File: src/sv/bcpe_fifo.sv
// ----------------------------------------------------------------------------
// bcpe_fifo
// Small synchronous queue with first-word fall-through read.
// ----------------------------------------------------------------------------
module bcpe_fifo #(
    parameter int WIDTH = 32,
    parameter int DEPTH = 4
) (
    input  logic             i_clk,
    input  logic             i_rst_n,
    input  logic             i_wr,
    input  logic [WIDTH-1:0] i_data,
    output logic             o_full,
    input  logic             i_rd,
    output logic [WIDTH-1:0] o_data,
    output logic             o_empty
);
    localparam int AW = (DEPTH > 1) ? $clog2(DEPTH) : 1;

    logic [WIDTH-1:0] r_mem [DEPTH];
    logic [AW-1:0]    r_wp, n_wp;
    logic [AW-1:0]    r_rp, n_rp;
    logic [AW:0]      r_cnt, n_cnt;
    logic             wr_en, rd_en;

    assign o_full  = (r_cnt == (AW+1)'(DEPTH));
    assign o_empty = (r_cnt == '0);
    assign wr_en   = i_wr && !o_full;
    assign rd_en   = i_rd && !o_empty;
    assign o_data  = r_mem[r_rp];

    always_comb begin
        n_wp  = r_wp;
        n_rp  = r_rp;
        if (wr_en) begin
            n_wp = (r_wp == AW'(DEPTH - 1)) ? '0 : r_wp + 1'b1;
        end
        if (rd_en) begin
            n_rp = (r_rp == AW'(DEPTH - 1)) ? '0 : r_rp + 1'b1;
        end
        n_cnt = r_cnt + (AW+1)'(wr_en) - (AW+1)'(rd_en);
    end

    always_ff @(posedge i_clk) begin
        if (!i_rst_n) begin
            r_wp  <= '0;
            r_rp  <= '0;
            r_cnt <= '0;
        end else begin
            r_wp  <= n_wp;
            r_rp  <= n_rp;
            r_cnt <= n_cnt;
        end
    end

    always_ff @(posedge i_clk) begin
        if (wr_en) begin
            r_mem[r_wp] <= i_data;
        end
    end

endmodule

File: config.mk
export PLATFORM = sky130hd
export DESIGN_NAME = bcpe_fifo
export DESIGN_NICKNAME = d
export VERILOG_FILES = /design/src/sv/bcpe_fifo.sv
export SDC_FILE = /design/constraint.sdc
export NUM_CORES = 1
export LEC_CHECK = 0
export BUFFER_PORTS_ARGS = -buffer_cell sky130_fd_sc_hd__buf_2
export CAP_MARGIN = 20
export CELL_PAD_IN_SITES_DETAIL_PLACEMENT = 1
export CELL_PAD_IN_SITES_GLOBAL_PLACEMENT = 1
export CORE_MARGIN = 10
export CORE_UTILIZATION = 25
export CTS_CLUSTER_SIZE = 24
export DETAILED_ROUTE_END_ITERATION = 8
export GPL_ROUTABILITY_DRIVEN = 0
export GPL_TIMING_DRIVEN = 0
export PLACE_DENSITY_LB_ADDON = 0.1
export SYNTH_ARGS = -nofsm -noshare
export SYNTH_HDL_FRONTEND = slang
export SYNTH_SLANG_ARGS = --single-unit
export TNS_END_PERCENT = 10
File: constraint.sdc
create_clock -name i_clk -period 5.5 [get_ports i_clk]
set_input_delay 0.55 -clock i_clk [delete_from_list [all_inputs] [get_ports i_clk]]
set_output_delay 0.55 -clock i_clk [all_outputs]
set_load 0.05 [all_outputs]
== Yosys cells after proc, flatten, opt, wreduce, memory -nomap -nowiden ==
Memories as Yosys holds them, arrays and structs flattened. A register that Yosys moved wholly into a read port is not among the register bits.
Cells that the tools add are included.
Storage, ports and cells
  flip-flop bits (word level): 7
  bits in writable memories: 128
  input port bits: 36
  memories: 1
Memory list
  r_mem: depth 4, bits a word 32, rd ports 1, clocked after memory_dff 1, wr ports 1, line 20  | logic [WIDTH-1:0] r_mem [DEPTH];
Operators by class
  add/subtract/negate cells: 4
  equality and inequality tests: 3
  muxes and demuxes: 6
  reductions and logical operators: 5
Operator list (number)
  2-bit 2-to-1 mux: 4
  2-bit by 1-bit adder with 2-bit output, second input constant: 2
  2-bit equality test, second input constant: 2
  3-bit by 1-bit adder with 3-bit output: 1
  3-bit equality test, second input constant: 1
  3-bit zero test: 1
  3-bit by 1-bit subtractor with 3-bit output: 1
  1-bit logical AND: 2
  1-bit zero test: 2
  1-bit 2-to-1 mux: 2

== Depth between registers and ports, before layout ==
  depth after elaboration: 5
  depth in mapped cells: 11
  depth with buffers taken out: 10

== Worst setup path before layout ==
No wires, ideal clock.
  path type: register to register
  from: register r_cnt[2]
  to: register r_cnt[2]
  setup time: 0.115 ns
  arrival time: 2.462 ns
  required time: 5.385 ns
  slack: 2.923 ns
  cell stages (with the launch flop): 12
  buffers on the path: 1
  clock period less this slack: 2.577 ns
  cell sequence: dfxtp_1 > nor3b_2 > nor2b_1 > buf_2 > inv_1 > ha_1 > inv_1 > ha_1 > fa_1 > xnor2_1 > xnor2_1 > and2_1
On the way
  longest elaborated chain between the ends: 5
  elaborated cells between the ends (all ways): 8
  classes of those cells: add/sub (2); eq/ne (1); reduce/logical (5)
Ends and longest elaborated chain
  start, declared: line 23  | logic [AW:0] r_cnt, n_cnt;
  start signal, assigned: line 52  | r_cnt <= n_cnt;
  3-bit equality test: line 26  | assign o_full = (r_cnt == (AW+1)'(DEPTH));
  named net o_full: line 13  | output logic o_full,
  1-bit zero test: line 28  | assign wr_en = i_wr && !o_full;
  1-bit logical AND: line 28
  3-bit by 1-bit adder with 3-bit output: line 41  | n_cnt = r_cnt + (AW+1)'(wr_en) - (AW+1)'(rd_en);
  3-bit by 1-bit subtractor with 3-bit output: line 41
The timed path passes the listed nets, and every way through them passes these cells.
A chain may end at the register's enable or synchronous reset.

== Worst setup path in the final report ==
  from: register r_cnt[1]
  to: register r_cnt[2]
On the way
  longest elaborated chain between the ends: 5
  elaborated cells between the ends (all ways): 8
  classes of those cells: add/sub (2); eq/ne (1); reduce/logical (5)
Ends and longest elaborated chain (line)
  3-bit equality test: 26
  1-bit zero test: 28
  1-bit logical AND: 28
  3-bit by 1-bit adder with 3-bit output: 41
  3-bit by 1-bit subtractor with 3-bit output (*): 41
Every way passes the cells marked *; elsewhere a longest branch is shown, timed or not.

==> metrics.csv <==
metric,value,unit
status,finished clean,
setup_violations,0,
regArea,4020,um2
cts_setup_buffers,0,
fmax,0.419,GHz
routedWlPerCell,18.4,um
mostFrequentLayoutCells,"edfxtp_1 (128), buf_2 (73), mux4_2 (30)",
yosysTopAreaCellShare,0.747,
cp_data_required_time,5810,ps
maxSlewViolCount,0,
critPathArrivalTime,2690,ps
grt_pass1_wl,16.9,mm
drive_gt1_frac,0.440,
antenna_left,0,
clk_latency,410,ps
io_buffers,69,
cp-end-kind,flip-flop,
ir_drop,0.181,mV
fin_crit,2390,ps
rsz0062_at_grt,no,
path_clk_slew,60,ps
fin_tns_setup,0,ps
cellPowerDensity,540,nW/um2
worstHoldStart,i_data[18],
ys_seq_area_frac,0.782,
worstMarginPinSlew,575,ps
fp.dieH,163,um
start_util,0.254,
skew,7.25,ps
ys_seq_elements,137,
overflow,0,
utilization,0.324,
slew-limit-headroom,0.613,
numCtsBuffers,17,
p_leak,2.25,nW
grt_use_total,0.0874,
antenna_cells,0,
layout_worst_path_cycle_share,0.434,
wl,10.9,mm
clockBufferDepth,2,
fin_cells,595,
startpoint_type,flip-flop,
cts_htree_levels,4,
yosysUniqueCellTypes,22,
dieArea,26700,um2
grt_antenna_before_repair,1,
mostFrequentLayoutCell,edfxtp_1,
grt_max_degree,25,
path_class,reg2reg,
synth_nets,264,
placed_cells,563,
cp-startpoint,r_cnt[1],
clock-root-buffer,clkbuf_16,
num_rows,52,
core,20200,um2
hold_viol_final,0,
hp-class,in2reg,
cap_violations,0,
syn-instance-count,220,
dp_hpwl,6.90,mm
multi_input_area,1000,um2
rr_startpoint,r_cnt[1],
fill_cells,2028,
vias,2390,
syn-cell-area,5140,um2
syn_area_per_cell,23.4,um2
area_delta_synth_final,27.4,%
yosysTopAreaCell,edfxtp_1,
first_iter_violations,102,
fin_nets,356,
die_w,163,um
grt_pass1_vias,2816,
cts.sinks,137,
route.detailed.drc,0,
io_pins,70,
crit_path_max_fanout,5,
synthTopCellsByArea,"edfxtp_1 (75%), mux4_2 (13%), dfxtp_1 (3.5%)",
cts_tree,yes,
ctsResizeCount,0,
viasPerCell,4.02,
cts_hold_buf,0,
detail_route.first_pass.iterations,4,
yosys_warnings,0,
[synth_stat cells]
cell	count
and2_1	7
mux4_2	30
buf_12	3
mux4_1	2
nor3_1	1
mux2i_1	2
clkbuf_1	1
buf_6	1
dfxtp_1	9
nor2_1	2
nand3_1	2
fa_1	1
buf_2	4
xnor2_1	2
edfxtp_1	128
nor2b_1	1
nand2_1	6
inv_1	7
o21ai_0	2
ha_1	7
nor3b_2	1
o31ai_1	1
[cell type report]
cell class | count | share of cell area
buffer | 9 | 0.0145
clock buffer | 20 | 0.0666
clock inverter | 12 | 0.0300
inverter | 7 | 0.00401
multi-input combinational | 67 | 0.153
sequential | 137 | 0.614
tap | 270 | 0.0516
timing repair buffer | 73 | 0.0661
[report_power, final]
group	total [mW]	internal (mW)	switching, mW
combinational	1.00	0.331	0.671
sequential	1.31	1.27	0.0360
clock	1.23	0.804	0.424
[path summary, 6_finish.rpt]
path | end | slack, ps | cells past startpoint
worst max-delay path | r_cnt[2] | 3110 | 9
worst min-delay path | r_mem[1][18] | 350 | 1
worst max register to register | r_cnt[2] | 3110 | 9
worst min register to register | r_wp[1] | 510 | 2
[cell families (layout without fill, tap and decap cells)]
kind of cell,after synthesis,in the layout,synth area share
and+or+nand+nor,20,20,0.0209
buffers and inverters,16,121,0.0236
adders and majority gates,8,8,0.0209
muxes,34,34,0.145
DFF,137,137,0.782
xor gates and xnor gates,2,2,0.00341
AOI/OAI and AO/OA,3,3,0.00341
[routing by layer]
metal | global-route usage | vias to the layer above | wire, um
met5 | 0 | - | 18
met1 | 0.0971 | 1241 | 4670
met4 | 0.0357 | 2 | 140
met3 | 0.0362 | 12 | 484
met2 | 0.146 | 49 | 5620
li1 | - | 1086 | -
[per-stage QoR]
step                hold WS [ps]  cell area (um2)  setup slack [ps]  power, mW
floorplan                    468             5140              2920       2.09
global placement             501             5830              2430       2.34
detailed placement           511             5920              3050       2.36
CTS                          330             6550              3050       3.62
global route                 329             6550              2820       3.71
finish                       354             6550              3110       3.54
[sequential cells by signal, indices dropped and copies added (netlist names), named ones only]
name	cells
r_mem	128
r_cnt	3
r_rp	2
r_wp	2
[worst max-delay path, cell delays in order, from the launching register on]
cell,delay [ps]
dfxtp_1,340
o31ai_1,540
inv_1,90
ha_1,290
inv_1,40
ha_1,190
fa_1,380
xnor2_1,150
xnor2_1,120
and2_1,150
No activity file was read; power rests on OpenSTA's default activity.
