==> config.mk <==
export PLATFORM = sky130hd
export DESIGN_NAME = bcpe_front
export DESIGN_NICKNAME = d
export VERILOG_FILES = /design/src/sv/bcpe_pkg.sv /design/src/sv/bcpe_front.sv
export SDC_FILE = /design/constraint.sdc
export NUM_CORES = 1
export LEC_CHECK = 0
export CORE_MARGIN = 2
export CORE_UTILIZATION = 50
export DETAILED_ROUTE_END_ITERATION = 8
export DONT_BUFFER_PORTS = 1
export GPL_TIMING_DRIVEN = 0
export MAX_ROUTING_LAYER = met4
export SLEW_MARGIN = 20
export SYNTH_ARGS = -nofsm -noshare
export SYNTH_HDL_FRONTEND = slang
export SYNTH_SLANG_ARGS = --single-unit
==> constraint.sdc <==
create_clock -name i_clk -period 2.3 [get_ports i_clk]
set_input_delay 0.23 -clock i_clk [delete_from_list [all_inputs] [get_ports i_clk]]
set_output_delay 0.23 -clock i_clk [all_outputs]
set_load 0.05 [all_outputs]
==> src/sv/bcpe_pkg.sv <==
// ----------------------------------------------------------------------------
// bcpe_pkg
// Shared types, constants and the binomial table of the Bezier point evaluator.
// ----------------------------------------------------------------------------
package bcpe_pkg;

    localparam int T_W       = 17;   // unsigned Q1.16 parameter
    localparam int COORD_W   = 16;   // signed Q12.4 coordinate
    localparam int N_W       = 3;    // degree field
    localparam int CFG_AW    = 3;
    localparam int CFG_DW    = 32;
    localparam int ACC_W     = 41;   // Q.20 accumulator
    localparam int MID_DEPTH = 4;
    localparam int OUT_DEPTH = 16;
    localparam int BINOM_W   = 5;
    localparam int TAB_N     = 7;

    localparam logic [T_W-1:0] ONE_Q16 = 17'h10000;

    localparam logic [CFG_AW-1:0] REG_DEGREE = 3'd0;
    localparam logic [CFG_AW-1:0] REG_POINT0 = 3'd1;

    localparam logic [0:TAB_N-1][0:TAB_N-1][BINOM_W-1:0] BINOM_TAB = '{
        '{5'd1, 5'd0, 5'd0,  5'd0,  5'd0,  5'd0, 5'd0},
        '{5'd1, 5'd1, 5'd0,  5'd0,  5'd0,  5'd0, 5'd0},
        '{5'd1, 5'd2, 5'd1,  5'd0,  5'd0,  5'd0, 5'd0},
        '{5'd1, 5'd3, 5'd3,  5'd1,  5'd0,  5'd0, 5'd0},
        '{5'd1, 5'd4, 5'd6,  5'd4,  5'd1,  5'd0, 5'd0},
        '{5'd1, 5'd5, 5'd10, 5'd10, 5'd5,  5'd1, 5'd0},
        '{5'd1, 5'd6, 5'd15, 5'd20, 5'd15, 5'd6, 5'd1}
    };

    // classified word handed from front to back
    typedef struct packed {
        logic [T_W-1:0] t;
        logic [T_W-1:0] u;
        logic [N_W-1:0] deg;
    } t_item;

    typedef struct packed {
        logic signed [COORD_W-1:0] x;
        logic signed [COORD_W-1:0] y;
    } t_res;

    function automatic logic [BINOM_W-1:0] bcpe_binom(
        input logic [N_W-1:0] n,
        input logic [N_W-1:0] k
    );
        logic [BINOM_W-1:0] v;
        v = '0;
        if ((n < N_W'(TAB_N)) && (k < N_W'(TAB_N))) begin
            v = BINOM_TAB[n][k];
        end
        return v;
    endfunction

    // round half up from Q.20 to Q.4, then saturate
    function automatic logic signed [COORD_W-1:0] bcpe_round(
        input logic signed [ACC_W-1:0] a
    );
        logic signed [ACC_W-1:0] b;
        logic signed [ACC_W-1:0] s;
        logic signed [COORD_W-1:0] r;
        b = a + ACC_W'(32768);
        s = b >>> 16;
        if (s > ACC_W'(32767)) begin
            r = 16'sh7FFF;
        end else if (s < -ACC_W'(32768)) begin
            r = 16'sh8000;
        end else begin
            r = s[COORD_W-1:0];
        end
        return r;
    endfunction

endpackage

==> src/sv/bcpe_front.sv <==
// ----------------------------------------------------------------------------
// bcpe_front
// Input side: holds the degree register, clamps t and degree, forms 1-t.
// ----------------------------------------------------------------------------
module bcpe_front #(
    parameter int MAX_DEGREE = 6
) (
    input  logic                         i_clk,
    input  logic                         i_rst_n,
    input  logic                         i_cfg_we,
    input  logic [bcpe_pkg::CFG_AW-1:0]  i_cfg_addr,
    input  logic [bcpe_pkg::CFG_DW-1:0]  i_cfg_data,
    input  logic                         i_push,
    input  logic [bcpe_pkg::T_W-1:0]     i_t,
    input  logic                         i_q_full,
    output logic                         o_full,
    output logic                         o_wr,
    output bcpe_pkg::t_item              o_item
);
    import bcpe_pkg::*;

    logic [N_W-1:0] r_degree;
    logic [T_W-1:0] t_c;

    always_ff @(posedge i_clk) begin
        if (!i_rst_n) begin
            r_degree <= '0;
        end else if (i_cfg_we && (i_cfg_addr == REG_DEGREE)) begin
            r_degree <= i_cfg_data[N_W-1:0];
        end
    end

    always_comb begin
        t_c          = (i_t > ONE_Q16) ? ONE_Q16 : i_t;
        o_item.t     = t_c;
        o_item.u     = ONE_Q16 - t_c;
        o_item.deg   = (r_degree > N_W'(MAX_DEGREE)) ? N_W'(MAX_DEGREE) : r_degree;
    end

    assign o_full = i_q_full;
    assign o_wr   = i_push && !i_q_full;

endmodule

**Yosys cells after proc, flatten, opt, wreduce, memory -nomap -nowiden**

Index checks and enable logic that the tools add are counted.

- Flip-flop bits (word level): 3
- Input port bits: 57
- Output and inout port bits: 39
- Logic and storage cells: 10

- Add/sub/neg operators: 1
- Magnitude comparators: 2
- Muxes and demuxes: 2
- Reductions and logical operators: 4

Operators by type and width:

| kind | number |
|---|---|
| $gt 17x17->1 const B | 1 |
| $mux 17 | 1 |
| $sub 17x17->17 const A | 1 |
| $gt 3x3->1 const B | 1 |
| $logic_not 3->1 | 1 |
| $mux 3 | 1 |
| $logic_and 1x1->1 | 2 |
| $logic_not 1->1 | 1 |

**Depth between registers and ports, before layout**

Gate-level depths: netlist of run 1.

- Word-level depth: 3
- Depth in mapped cells: 8
- Gate-level depth less buffers: 6

**Least setup slack after synthesis of run 1**

No wires, ideal clock.

- Kind: input -> output
- Start: input port i_t[16] (netlist bit)
- End: output port o_item[19] (netlist bit)
- Arrival: 2393 ps
- Path slack: -323 ps
- Stages: 6
- Cells stage by stage: clkbuf_1 > nand2b_1 > ha_1 > clkbuf_1 > nand4_1 > o31ai_1

RTL lines:

| what | line | text |
|---|---|---|
| start: declaration | bcpe_front.sv:14 | `input logic [bcpe_pkg::T_W-1:0] i_t,` |
| end: declaration | bcpe_front.sv:18 | `output bcpe_pkg::t_item o_item` |

==> reports/summary.txt, run 1 <==
=================================================================================
Internal Pwr Total .................................................       168 uW
Cell type with the largest total area after synthesis .............. sky130_fd_sc_hd__nor2b_1
Boundary Pins ......................................................           96
Min-Delay Path Class ...............................................    in -> reg
Via count of the first global-routing pass .........................          745
Type of element capturing the critical path ........................  output port
Cell count of the worst reg-to-reg path ............................            2
Placed Cells incl. Taps ............................................          122
Slowest library cell on the worst path ............................. sky130_fd_sc_hd__o31ai_4
Max-slew violations ................................................            0
Final Skew .........................................................         0 ns
Post-route DRC .....................................................            0
Crit path DAT ......................................................      1.85 ns
Clock buffers created by TritonCTS .................................            3
Die Y-Extent .......................................................      42.9 um
Destination of the worst register-to-register timing path ..........  r_degree[2]
Total of fill cells in the finished design .........................          159
Die width ..........................................................      42.9 um
Synth top area share ...............................................        0.149
Rows ...............................................................           14
Post-CTS Hold Buffers ..............................................            0
IO Port Bufs .......................................................            0
Global-route usage over all layers .................................        0.232
Fin crit period ....................................................      2.08 ns
Max incr delay on CP ...............................................      0.58 ns
Slew margin rel. ...................................................        0.274
Largest net degree at the start of global routing ..................           11
Maximum achievable frequency .......................................      482 MHz
Root cell of the clock tree ........................................ sky130_fd_sc_hd__clkbuf_4
Final hold violation count .........................................            0
Status ............................................................. complete, no violations
HPWL reported at the end of detailed placement .....................      1570 um
N_diodes ...........................................................            0
DRT Wirelength .....................................................      2070 um
Sequential area share after synthesis ..............................       0.0793
Critical hold path startpoint ......................................      i_rst_n
Transition at the pin with the smallest max-transition slack .......      1.08 ns
Clock H-tree levels ................................................            1
Vias ...............................................................          793
Pwr per Cell Area ..................................................  473 nW/um^2
CTS clock-pin slew for the worst setup and hold paths ..............      0.03 ns
Number of synthesis warnings .......................................            0
Critical Path Source Type .......................................... primary input
FF+latch area ......................................................    60.1 um^2
Top reg by flops ...................................................     r_degree
Top cells by area, synth ........................................... sky130_fd_sc_hd__nor2b_1 15%, sky130_fd_sc_hd__dfxtp_1 7.9%, sky130_fd_sc_hd__nor2_1 7.4%, sky130_fd_sc_hd__nor4_4 5.6%, sky130_fd_sc_hd__o21ai_0 4.6%
Final estimated routing congestion in global placement .............        0.782
Switching share of power ...........................................        0.580
Distinct cell type count after synthesis ...........................           36
Register bit total from synthesis ..................................            3
Terminating pin of the worst hold path .............................  r_degree[0]
Synth Area per Inst ................................................    7.14 um^2
Share of async-settable or async-resettable flops after synthesis ..            0
Family with the most delay on the worst path ....................... compound AO/OA/AOI/OAI gates
Critical path class ................................................    in -> out
Crit Path Max Fanout ...............................................           10
Leading post-synthesis cells by instance count ..................... 18 x sky130_fd_sc_hd__nor2b_1, 15 x sky130_fd_sc_hd__nor2_1, 7 x sky130_fd_sc_hd__clkbuf_1, 7 x sky130_fd_sc_hd__o21ai_0, 5 x sky130_fd_sc_hd__a31oi_1
Combined area of the multi-input logic cells .......................     683 um^2
Maximum ir drop on the vdd rail ....................................     0.434 mV
Final design instance area without fill ............................     843 um^2
Global-route wire length before repair .............................      3280 um
Critical path cell sequence ........................................ clkbuf_1, nand2b_1, ha_2, nand4_1, o31ai_4
Number of flip-flops in the largest register .......................            3
Growth of design area from synthesis to finish .....................        11.4%
Worst reg2reg startpoint ...........................................  r_degree[2]
Leakage power of the design ........................................     0.288 nW
Setup slack of the worst register-to-register path .................      1.68 ns
Switching component of the power ...................................       231 uW
Post-synthesis cell area ...........................................     757 um^2
Largest regs ....................................................... r_degree (3)
Overall Power ......................................................       399 uW
Unrepaired setup endpoints after global routing ....................        false
Max cap viols ......................................................            0
Number of buffers inserted to repair setup after CTS ...............            0
Post-synth EDFFs ...................................................            0
Most frequently used cell type in the post-synthesis netlist ....... sky130_fd_sc_hd__nor2b_1
Layout cells sized above 1 .........................................        0.239
Area of the die ....................................................    1840 um^2
Remaining Overflow, GRT ............................................            0
Initial core utilization ...........................................        0.521
Utilization after layout ...........................................        0.580
Final period utilization ...........................................        0.903
Core area ..........................................................    1450 um^2
Combinational Power Share ..........................................        0.638
Number of optimization iterations in the first detailed-route pass .            4
Antenna Violating Nets Remaining ...................................            0
Post-Place Cell Area ...............................................     793 um^2
Wirelength per Cell ................................................      16.5 um
Nets in the synthesized netlist ....................................          164
Clock tree sinks ...................................................            3
Largest buffer count on any clock path .............................            2
Initial DRC count ..................................................            6
Number of nets in the layout .......................................          168
Antenna violations before repair ...................................            0
Gate count of the mapped netlist ...................................          106
Count of final setup violators .....................................            0
Part of the total power dissipated in sequential elements ..........        0.136
Top FF cell, synth ................................................. sky130_fd_sc_hd__dfxtp_1
Ratio of routed vias to standard cells .............................         6.34
Data required time at the worst endpoint ...........................      2.07 ns
TritonCTS clock tree ...............................................          yes
Non-filler instance count after layout .............................          125
Post-cts gate resize count .........................................            5
Setup TNS ..........................................................         0 ns
Depth of the worst hold-timing path ................................            1
Clock network fraction of total power ..............................        0.226
Buffer and inverter count on the worst path ........................            1
Clock insertion delay at the later pin of the skew report ..........      0.23 ns
=================================================================================
logic make-up (layout without fill, tap and decap cells):
kind of cell	Yosys count	after routing	synth area share
simple gates	55	55	0.496
compound gates	25	25	0.221
fa+ha+maj	1	1	0.0165
buf+inv	13	16	0.0744
xor+xnor	5	5	0.0579
flops	3	3	0.0793
mux	4	4	0.0545
area by class of cell:
cell class,count,share of cell area
Sequential cell,3,0.0712
Inverter,4,0.0178
Clock buffer,4,0.0312
Buffer,8,0.0460
Multi-Input combinational cell,90,0.810
Tap cell,16,0.0237
per-layer routing:
layer,vias to the layer above,part of all wire,global-route usage
met4,0,0.0048,0.0313
met3,2,0.10,0.0638
met1,361,0.42,0.283
met2,46,0.47,0.388
met5,-,0,-
li1,384,-,-
cell usage in the layout (no fill, tap or decap), drive strengths merged, types with 2 or more instances in the layout:
cell and instances:
nor3 7, xnor2 3, nand4 3, nor4 2
dfxtp 3, buf 2, or4 2, inv 4
nand2b 2, o21a 4, nor2b 18, a31oi 5
nor2 15, o21ai 8, xor2 2, mux2i 3
clkbuf 10
power by group through the flow:
stage | combinational [mW] | sequential, mW | clock, mW
global placement | 0.247 | 0.0548 | 0
finish | 0.255 | 0.0542 | 0.0902
global route | 0.266 | 0.0543 | 0.0944
CTS | 0.253 | 0.0542 | 0.0926
detailed placement | 0.248 | 0.0549 | 0
floorplan | 0.233 | 0.0547 | 0
how the worst max path moves through the flow:
stage	depth (start not counted)	endpoint	from
2_1_floorplan	7	o_item[9]	i_t[16]
3_3_place_gp	6	o_item[19]	i_t[16]
3_5_place_dp	6	o_item[19]	i_t[16]
4_1_cts	5	o_item[19]	i_t[16]
5_1_grt	6	o_item[15]	i_t[16]
6_report	5	o_item[19]	i_t[16]
per-stage QoR:
stage / setup WS [ns] / hold slack (ns)
2_1_floorplan: 0.0634 / 0.358
3_3_place_gp: -0.283 / 0.363
3_5_place_dp: -0.332 / 0.368
4_1_cts: 0.0340 / 0.129
5_1_grt: 0.0904 / 0.135
6_report: 0.224 / 0.131
Note: power is estimated with default switching activity, not from simulation.
==> run 2, diff against run 1 <==
--- a/config.mk
+++ b/config.mk
@@ -5,12 +5,13 @@
 export SDC_FILE = /design/constraint.sdc
 export NUM_CORES = 1
 export LEC_CHECK = 0
-export CORE_MARGIN = 2
-export CORE_UTILIZATION = 50
+export CORE_AREA = 2 2 39 41
 export DETAILED_ROUTE_END_ITERATION = 8
+export DIE_AREA = 0 0 41 43
 export DONT_BUFFER_PORTS = 1
 export GPL_TIMING_DRIVEN = 0
 export MAX_ROUTING_LAYER = met4
+export PLACE_DENSITY = 0.72
 export SLEW_MARGIN = 20
 export SYNTH_ARGS = -nofsm -noshare
 export SYNTH_HDL_FRONTEND = slang
==> constraint.sdc (replaced) <==
create_clock -name i_clk -period 2.5 [get_ports i_clk]
set_input_delay 0.25 -clock i_clk [delete_from_list [all_inputs] [get_ports i_clk]]
set_output_delay 0.25 -clock i_clk [all_outputs]
set_load 0.05 [all_outputs]
==> run 2 against run 1 <==
Effect of this change:
- critical path type unchanged
- setup slack better by 0.068 ns
- power down 8.7%
- combinational power shrank 8.6%
==> reports/summary.txt, run 2 (synthesis results as in run 1) <==
=================================================================================
Status ............................................................. complete, no violations
Antenna violations before repair ...................................            0
Number of nets in the layout .......................................          168
Internal Pwr Total .................................................       153 uW
Ratio of routed vias to standard cells .............................         6.26
Final design instance area without fill ............................     841 um^2
Met2 Use GR ........................................................        0.356
N_diodes ...........................................................            0
Final hold violation count .........................................            0
Largest net degree at the start of global routing ..................           11
Post-Place Cell Area ...............................................     787 um^2
Initial core utilization ...........................................        0.547
Maximum ir drop on the vdd rail ....................................     0.293 mV
Clock H-tree levels ................................................            1
Switching component of the power ...................................       211 uW
M1 GR Usage ........................................................        0.342
Clock buffers created by TritonCTS .................................            3
Core area ..........................................................    1380 um^2
Fin crit period ....................................................      2.21 ns
Post-route DRC .....................................................            0
HPWL reported at the end of detailed placement .....................      1550 um
Die width ..........................................................        41 um
Final Skew .........................................................         0 ns
Setup ws final .....................................................     0.292 ns
Layout cells sized above 1 .........................................        0.229
Worst reg2reg startpoint ...........................................  r_degree[2]
Wirelength per Cell ................................................      15.4 um
Slew margin rel. ...................................................        0.228
Final Hold Slack ...................................................     0.153 ns
Largest regs ....................................................... r_degree (3)
Non-filler instance count after layout .............................          125
Type of element capturing the critical path ........................  output port
Combinational Power Share ..........................................        0.638
Placed Cells incl. Taps ............................................          122
Count of final setup violators .....................................            0
Data required time at the worst endpoint ...........................      2.25 ns
Crit Path Max Fanout ...............................................           10
Root cell of the clock tree ........................................ sky130_fd_sc_hd__clkbuf_4
Clock insertion delay at the later pin of the skew report ..........      0.23 ns
Number of optimization iterations in the first detailed-route pass .            2
Top reg by flops ...................................................     r_degree
Crit path DAT ......................................................      1.96 ns
Leading cell type in the layout, fill and taps excluded ............ sky130_fd_sc_hd__nor2b_1
Setup TNS ..........................................................         0 ns
Largest buffer count on any clock path .............................            2
Leakage power of the design ........................................     0.289 nW
Global-route usage over all layers .................................        0.237
Switching share of power ...........................................        0.580
Critical path cell sequence ........................................ clkbuf_1, nand2b_1, ha_1, inv_1, nand2_1, o21ai_0, a21o_1
Number of flip-flops in the largest register .......................            3
Slowest library cell on the worst path ............................. sky130_fd_sc_hd__ha_1
Growth of design area from synthesis to finish .....................        11.1%
Maximum achievable frequency .......................................      453 MHz
Die Y-Extent .......................................................        43 um
Remaining Overflow, GRT ............................................            0
Worst slack after detailed placement ...............................    -0.146 ns
Overall Power ......................................................       364 uW
Layer with the highest usage .......................................         met2
Clock network fraction of total power ..............................        0.225
DRT Wirelength .....................................................      1920 um
Initial DRC count ..................................................            4
Area of the die ....................................................    1760 um^2
Met3 Usage GRT .....................................................       0.0366
Critical path class ................................................    in -> out
TritonCTS clock tree ...............................................          yes
Max incr delay on CP ...............................................      0.38 ns
Via count of the first global-routing pass .........................          728
Crit path from .....................................................      i_t[16]
Transition at the pin with the smallest max-transition slack .......      1.15 ns
Min-Delay Path Class ...............................................    in -> reg
CTS clock-pin slew for the worst setup and hold paths ..............      0.03 ns
Final period utilization ...........................................        0.883
Antenna Violating Nets Remaining ...................................            0
Critical hold path startpoint ......................................      i_rst_n
IO Port Bufs .......................................................            0
Clock tree sinks ...................................................            3
Max cap viols ......................................................            0
Rows ...............................................................           14
Part of the total power dissipated in sequential elements ..........        0.137
Max-slew violations ................................................            0
Highest-count cells in the layout ignoring fill and taps ........... 18 x sky130_fd_sc_hd__nor2b_1, 15 x sky130_fd_sc_hd__nor2_1, 6 x sky130_fd_sc_hd__clkbuf_1
Unrepaired setup endpoints after global routing ....................        false
Final estimated routing congestion in global placement .............        0.845
Global-route wire length before repair .............................      3020 um
Vias ...............................................................          782
Pwr per Cell Area ..................................................  433 nW/um^2
Boundary Pins ......................................................           96
Critical Path Source Type .......................................... primary input
Utilization after layout ...........................................        0.608
=================================================================================
## run 2: cell counts in the layout (fill, tap and decap cells not counted)
No cell type changed its count.
## run 2: final timing paths
kind / end / slack, ns / cells past startpoint
max reg2reg: r_degree[2] / 1.88 / 2
min: r_degree[2] / 0.15 / 1
max: o_item[17] / 0.29 / 7
min reg2reg: r_degree[0] / 0.51 / 2
## run 2: power by group through the flow
stage	Combinational, mW	Sequential [mW]	Clock, mW
2_1_floorplan	0.212	0.0503	0
3_3_place_gp	0.224	0.0504	0
3_5_place_dp	0.226	0.0505	0
4_1_cts	0.232	0.0497	0.0846
5_1_grt	0.244	0.0499	0.0868
6_report	0.233	0.0498	0.0820
## run 2: routing by layer
layer  part of all wire  up-vias
li1                   -      383
met1               0.45      355
met2               0.46       44
met3              0.093        0
met4                  0        0
met5                  0        -
## run 2: critical path: cells and delay by family
kind	cells	cell delay, ns
buffers and inverters	2	0.47
AO/OA/AOI/OAI	2	0.48
adder cells (fa/ha/maj)	1	0.38
AND/OR/NAND/NOR	2	0.37
## run 2: final cells by class
cell class | count | area, um^2
Inverter | 4 | 15.0
Buffer | 8 | 38.8
Clock buffer | 4 | 26.3
Multi-Input combinational cell | 90 | 681
Fill cell | 132 | 543
Sequential cell | 3 | 60.1
Tap cell | 16 | 20.0
## run 2: repair_timing
item                                    CTS  global route
gates resized for setup                   4             4
hold buffers                              0             0
endpoints found under the setup margin    3             5
setup buffers                             0             0
==> run 3, diff against run 2 <==
--- a/config.mk
+++ b/config.mk
@@ -5,13 +5,14 @@
 export SDC_FILE = /design/constraint.sdc
 export NUM_CORES = 1
 export LEC_CHECK = 0
+export ABC_AREA = 1
 export CORE_AREA = 2 2 39 41
 export DETAILED_ROUTE_END_ITERATION = 8
 export DIE_AREA = 0 0 41 43
 export DONT_BUFFER_PORTS = 1
 export GPL_TIMING_DRIVEN = 0
 export MAX_ROUTING_LAYER = met4
-export PLACE_DENSITY = 0.72
+export PLACE_DENSITY = 0.74
 export SLEW_MARGIN = 20
 export SYNTH_ARGS = -nofsm -noshare
 export SYNTH_HDL_FRONTEND = slang
==> constraint.sdc (replaced) <==
create_clock -name i_clk -period 2.5 [get_ports i_clk]
set_input_delay 0.125 -clock i_clk [delete_from_list [all_inputs] [get_ports i_clk]]
set_output_delay 0.125 -clock i_clk [all_outputs]
set_load 0.05 [all_outputs]
==> run 3 against run 2 <==
Effect of this change:
- sequential power rose by 2%
- sequential cell count unchanged
- clock skew unchanged
- register-to-register slack lost 0.02 ns
- critical path type unchanged
- critical endpoint is now o_item[7]
- largest power group unchanged
==> reports/summary.txt, run 3 <==
=================================================================================
Status ............................................................. complete, no violations
Vias ...............................................................          883
Most frequently used cell type in the post-synthesis netlist ....... sky130_fd_sc_hd__nand2_1
Area of the die ....................................................    1760 um^2
Largest net degree at the start of global routing ..................           11
Cell count of the worst reg-to-reg path ............................            2
Global-route usage over all layers .................................        0.217
Setup TNS ..........................................................         0 ns
Clock H-tree levels ................................................            1
Antenna Violating Nets Remaining ...................................            0
Synth Area in XOR/XNOR .............................................       0.0792
Slowest library cell on the worst path ............................. sky130_fd_sc_hd__xor2_1
Placed Cells incl. Taps ............................................          161
Instance count on the critical path ................................           11
Largest regs ....................................................... r_degree (3)
Root cell of the clock tree ........................................ sky130_fd_sc_hd__clkbuf_4
Final hold violation count .........................................            0
Destination of the worst register-to-register timing path ..........  r_degree[2]
Gate count of the mapped netlist ...................................          145
Max cap viols ......................................................            0
Max-slew violations ................................................            0
Fin crit period ....................................................      2.37 ns
Largest buffer count on any clock path .............................            2
TritonCTS clock tree ...............................................          yes
Slew margin rel. ...................................................        0.265
Setup slack of the worst register-to-register path .................      1.86 ns
Critical path cell sequence ........................................ nor2_1, nand2_1, nor2_2, nand2_2, nand2_2, buf_6, buf_4, nand2_1, ha_1, nand2_1, xor2_1
Clock buffers created by TritonCTS .................................            3
Wirelength per Cell ................................................      11.3 um
Setup ws final .....................................................     0.135 ns
IO Port Bufs .......................................................            0
Rows ...............................................................           14
Leakage power of the design ........................................     0.469 nW
Distinct cell type count after synthesis ...........................           26
Growth of design area from synthesis to finish .....................        7.92%
Share of async-settable or async-resettable flops after synthesis ..            0
Buffer and inverter count on the worst path ........................            2
HPWL reported at the end of detailed placement .....................      1600 um
Min-Delay Path Class ...............................................    in -> reg
Final period utilization ...........................................        0.946
Remaining Overflow, GRT ............................................            0
DRT Wirelength .....................................................      1870 um
Antenna violations before repair ...................................            0
Leading cell type in the layout, fill and taps excluded ............ sky130_fd_sc_hd__nand2_1
Unrepaired setup endpoints after global routing ....................        false
Post-synth EDFFs ...................................................            0
N_diodes ...........................................................            0
Number of nets in the layout .......................................          208
Layout cells sized above 1 .........................................        0.208
Die Y-Extent .......................................................        43 um
Critical hold path startpoint ......................................      i_rst_n
Critical path class ................................................    in -> out
Maximum ir drop on the vdd rail ....................................     0.268 mV
Clock tree sinks ...................................................            3
Adder and majority gate portion of the synthesized area ............       0.0162
Post-Place Cell Area ...............................................     795 um^2
Sequential area share after synthesis ..............................       0.0775
Number of optimization iterations in the first detailed-route pass .            4
Final Skew .........................................................         0 ns
Crit Path Max Fanout ...............................................           10
Post-synthesis cell area ...........................................     774 um^2
Count of final setup violators .....................................            0
Max incr delay on CP ...............................................      0.81 ns
Fraction of the mapped netlist area in compound gates ..............        0.166
Depth of the worst hold-timing path ................................            2
Most frequent cell on the critical path ............................ sky130_fd_sc_hd__nand2_1
Boundary Pins ......................................................           96
Synth Area per Inst ................................................    5.34 um^2
Core area ..........................................................    1380 um^2
Maximum achievable frequency .......................................      423 MHz
Crit path DAT ......................................................      2.24 ns
Number of synthesis warnings .......................................            0
Dominant combinational cell family by area after synthesis ......... simple AND/OR/NAND/NOR gates
Clock insertion delay at the later pin of the skew report ..........      0.24 ns
Pwr per Cell Area ..................................................  485 nW/um^2
Via count of the first global-routing pass .........................          730
Top FF cell, synth ................................................. sky130_fd_sc_hd__dfxtp_1
Top reg by flops ...................................................     r_degree
Leading post-synthesis cells by instance count ..................... 46 x sky130_fd_sc_hd__nand2_1, 18 x sky130_fd_sc_hd__inv_1, 18 x sky130_fd_sc_hd__nor2_1
Register bit total from synthesis ..................................            3
Die width ..........................................................        41 um
Highest-count cells in the layout ignoring fill and taps ........... 46 x sky130_fd_sc_hd__nand2_1, 18 x sky130_fd_sc_hd__nor2_1, 18 x sky130_fd_sc_hd__inv_1
Worst reg2reg startpoint ...........................................  r_degree[2]
Portion of netlist area occupied by mux cells ......................            0
Top cells by area, synth ........................................... sky130_fd_sc_hd__nand2_1 22%, sky130_fd_sc_hd__inv_1 8.7%, sky130_fd_sc_hd__nor2_1 8.7%, sky130_fd_sc_hd__xor2_1 7.9%, sky130_fd_sc_hd__dfxtp_1 7.8%
Synth top area share ...............................................        0.223
Non-filler instance count after layout .............................          165
Transition at the pin with the smallest max-transition slack .......      1.10 ns
Overall Power ......................................................       405 uW
Ratio of routed vias to standard cells .............................         5.35
Family with the most delay on the worst path ....................... XOR/XNOR gates
Worst slack after detailed placement ...............................    0.0695 ns
Critical Path Source Type .......................................... primary input
Terminating pin of the worst hold path .............................  r_degree[1]
Number of flip-flops in the largest register .......................            3
Initial DRC count ..................................................            7
Final design instance area without fill ............................     836 um^2
Final estimated routing congestion in global placement .............        0.882
Area share of and/or/nand/nor cells after synthesis ................        0.472
Nets in the synthesized netlist ....................................          203
Global-route wire length before repair .............................      2670 um
CTS clock-pin slew for the worst setup and hold paths ..............      0.04 ns
Type of element capturing the critical path ........................  output port
Cell type with the largest total area after synthesis .............. sky130_fd_sc_hd__nand2_1
Initial core utilization ...........................................        0.560
Data required time at the worst endpoint ...........................      2.38 ns
Post-route DRC .....................................................            0
=================================================================================
-- run 3: through the flow --
step | util | hold slack, ns
2_1_floorplan | - | 0.260
3_3_place_gp | 0.574 | 0.261
3_5_place_dp | 0.574 | 0.268
4_1_cts | 0.593 | 0.00989
5_1_grt | 0.604 | 0.0229
6_report | 0.604 | 0.0158
-- run 3: worst max path at each step --
stage / start / end / slack, ns
after floorplan: i_t[0] / o_item[16] / 0.27
after global placement: i_t[0] / o_item[11] / 0.09
after detailed placement: i_t[0] / o_item[11] / 0.07
after CTS: i_t[0] / o_item[11] / 0.06
after global routing: i_t[0] / o_item[7] / 0.002
final: i_t[0] / o_item[7] / 0.13
-- run 3: cell families after synthesis --
family          Yosys count
compound gates           19
xor+xnor                  7
fa+ha+maj                 1
buf+inv                  31
flops                     3
simple gates             84
-- run 3: final cells by class --
cell class	instances	area, um^2
buffer	8	60.1
tap	16	20.0
fill	168	548
clock buffer	4	26.3
multi-input combinational	111	583
sequential	3	60.1
inverter	23	86.3
-- run 3: what timing repair did --
item                       4_1_cts  5_1_grt
setup endpoints to repair        0        2
resized for setup                0        2
hold buffers                     0        0
setup buffers                    0        0
-- run 3: layer usage --
| metal | up-vias | GRT usage | part of all wire |
|---|---|---|---|
| met1 | 383 | 0.244 | 0.40 |
| met5 | - | - | 0 |
| met2 | 51 | 0.344 | 0.48 |
| li1 | 445 | - | - |
| met4 | 0 | 0.113 | 0.017 |
| met3 | 4 | 0.0419 | 0.11 |
-- run 3: where the power goes --
group          total, mW  internal (mW)  switching, mW
clock             0.0876         0.0600         0.0276
sequential        0.0507         0.0498       0.000957
combinational      0.267         0.0425          0.224
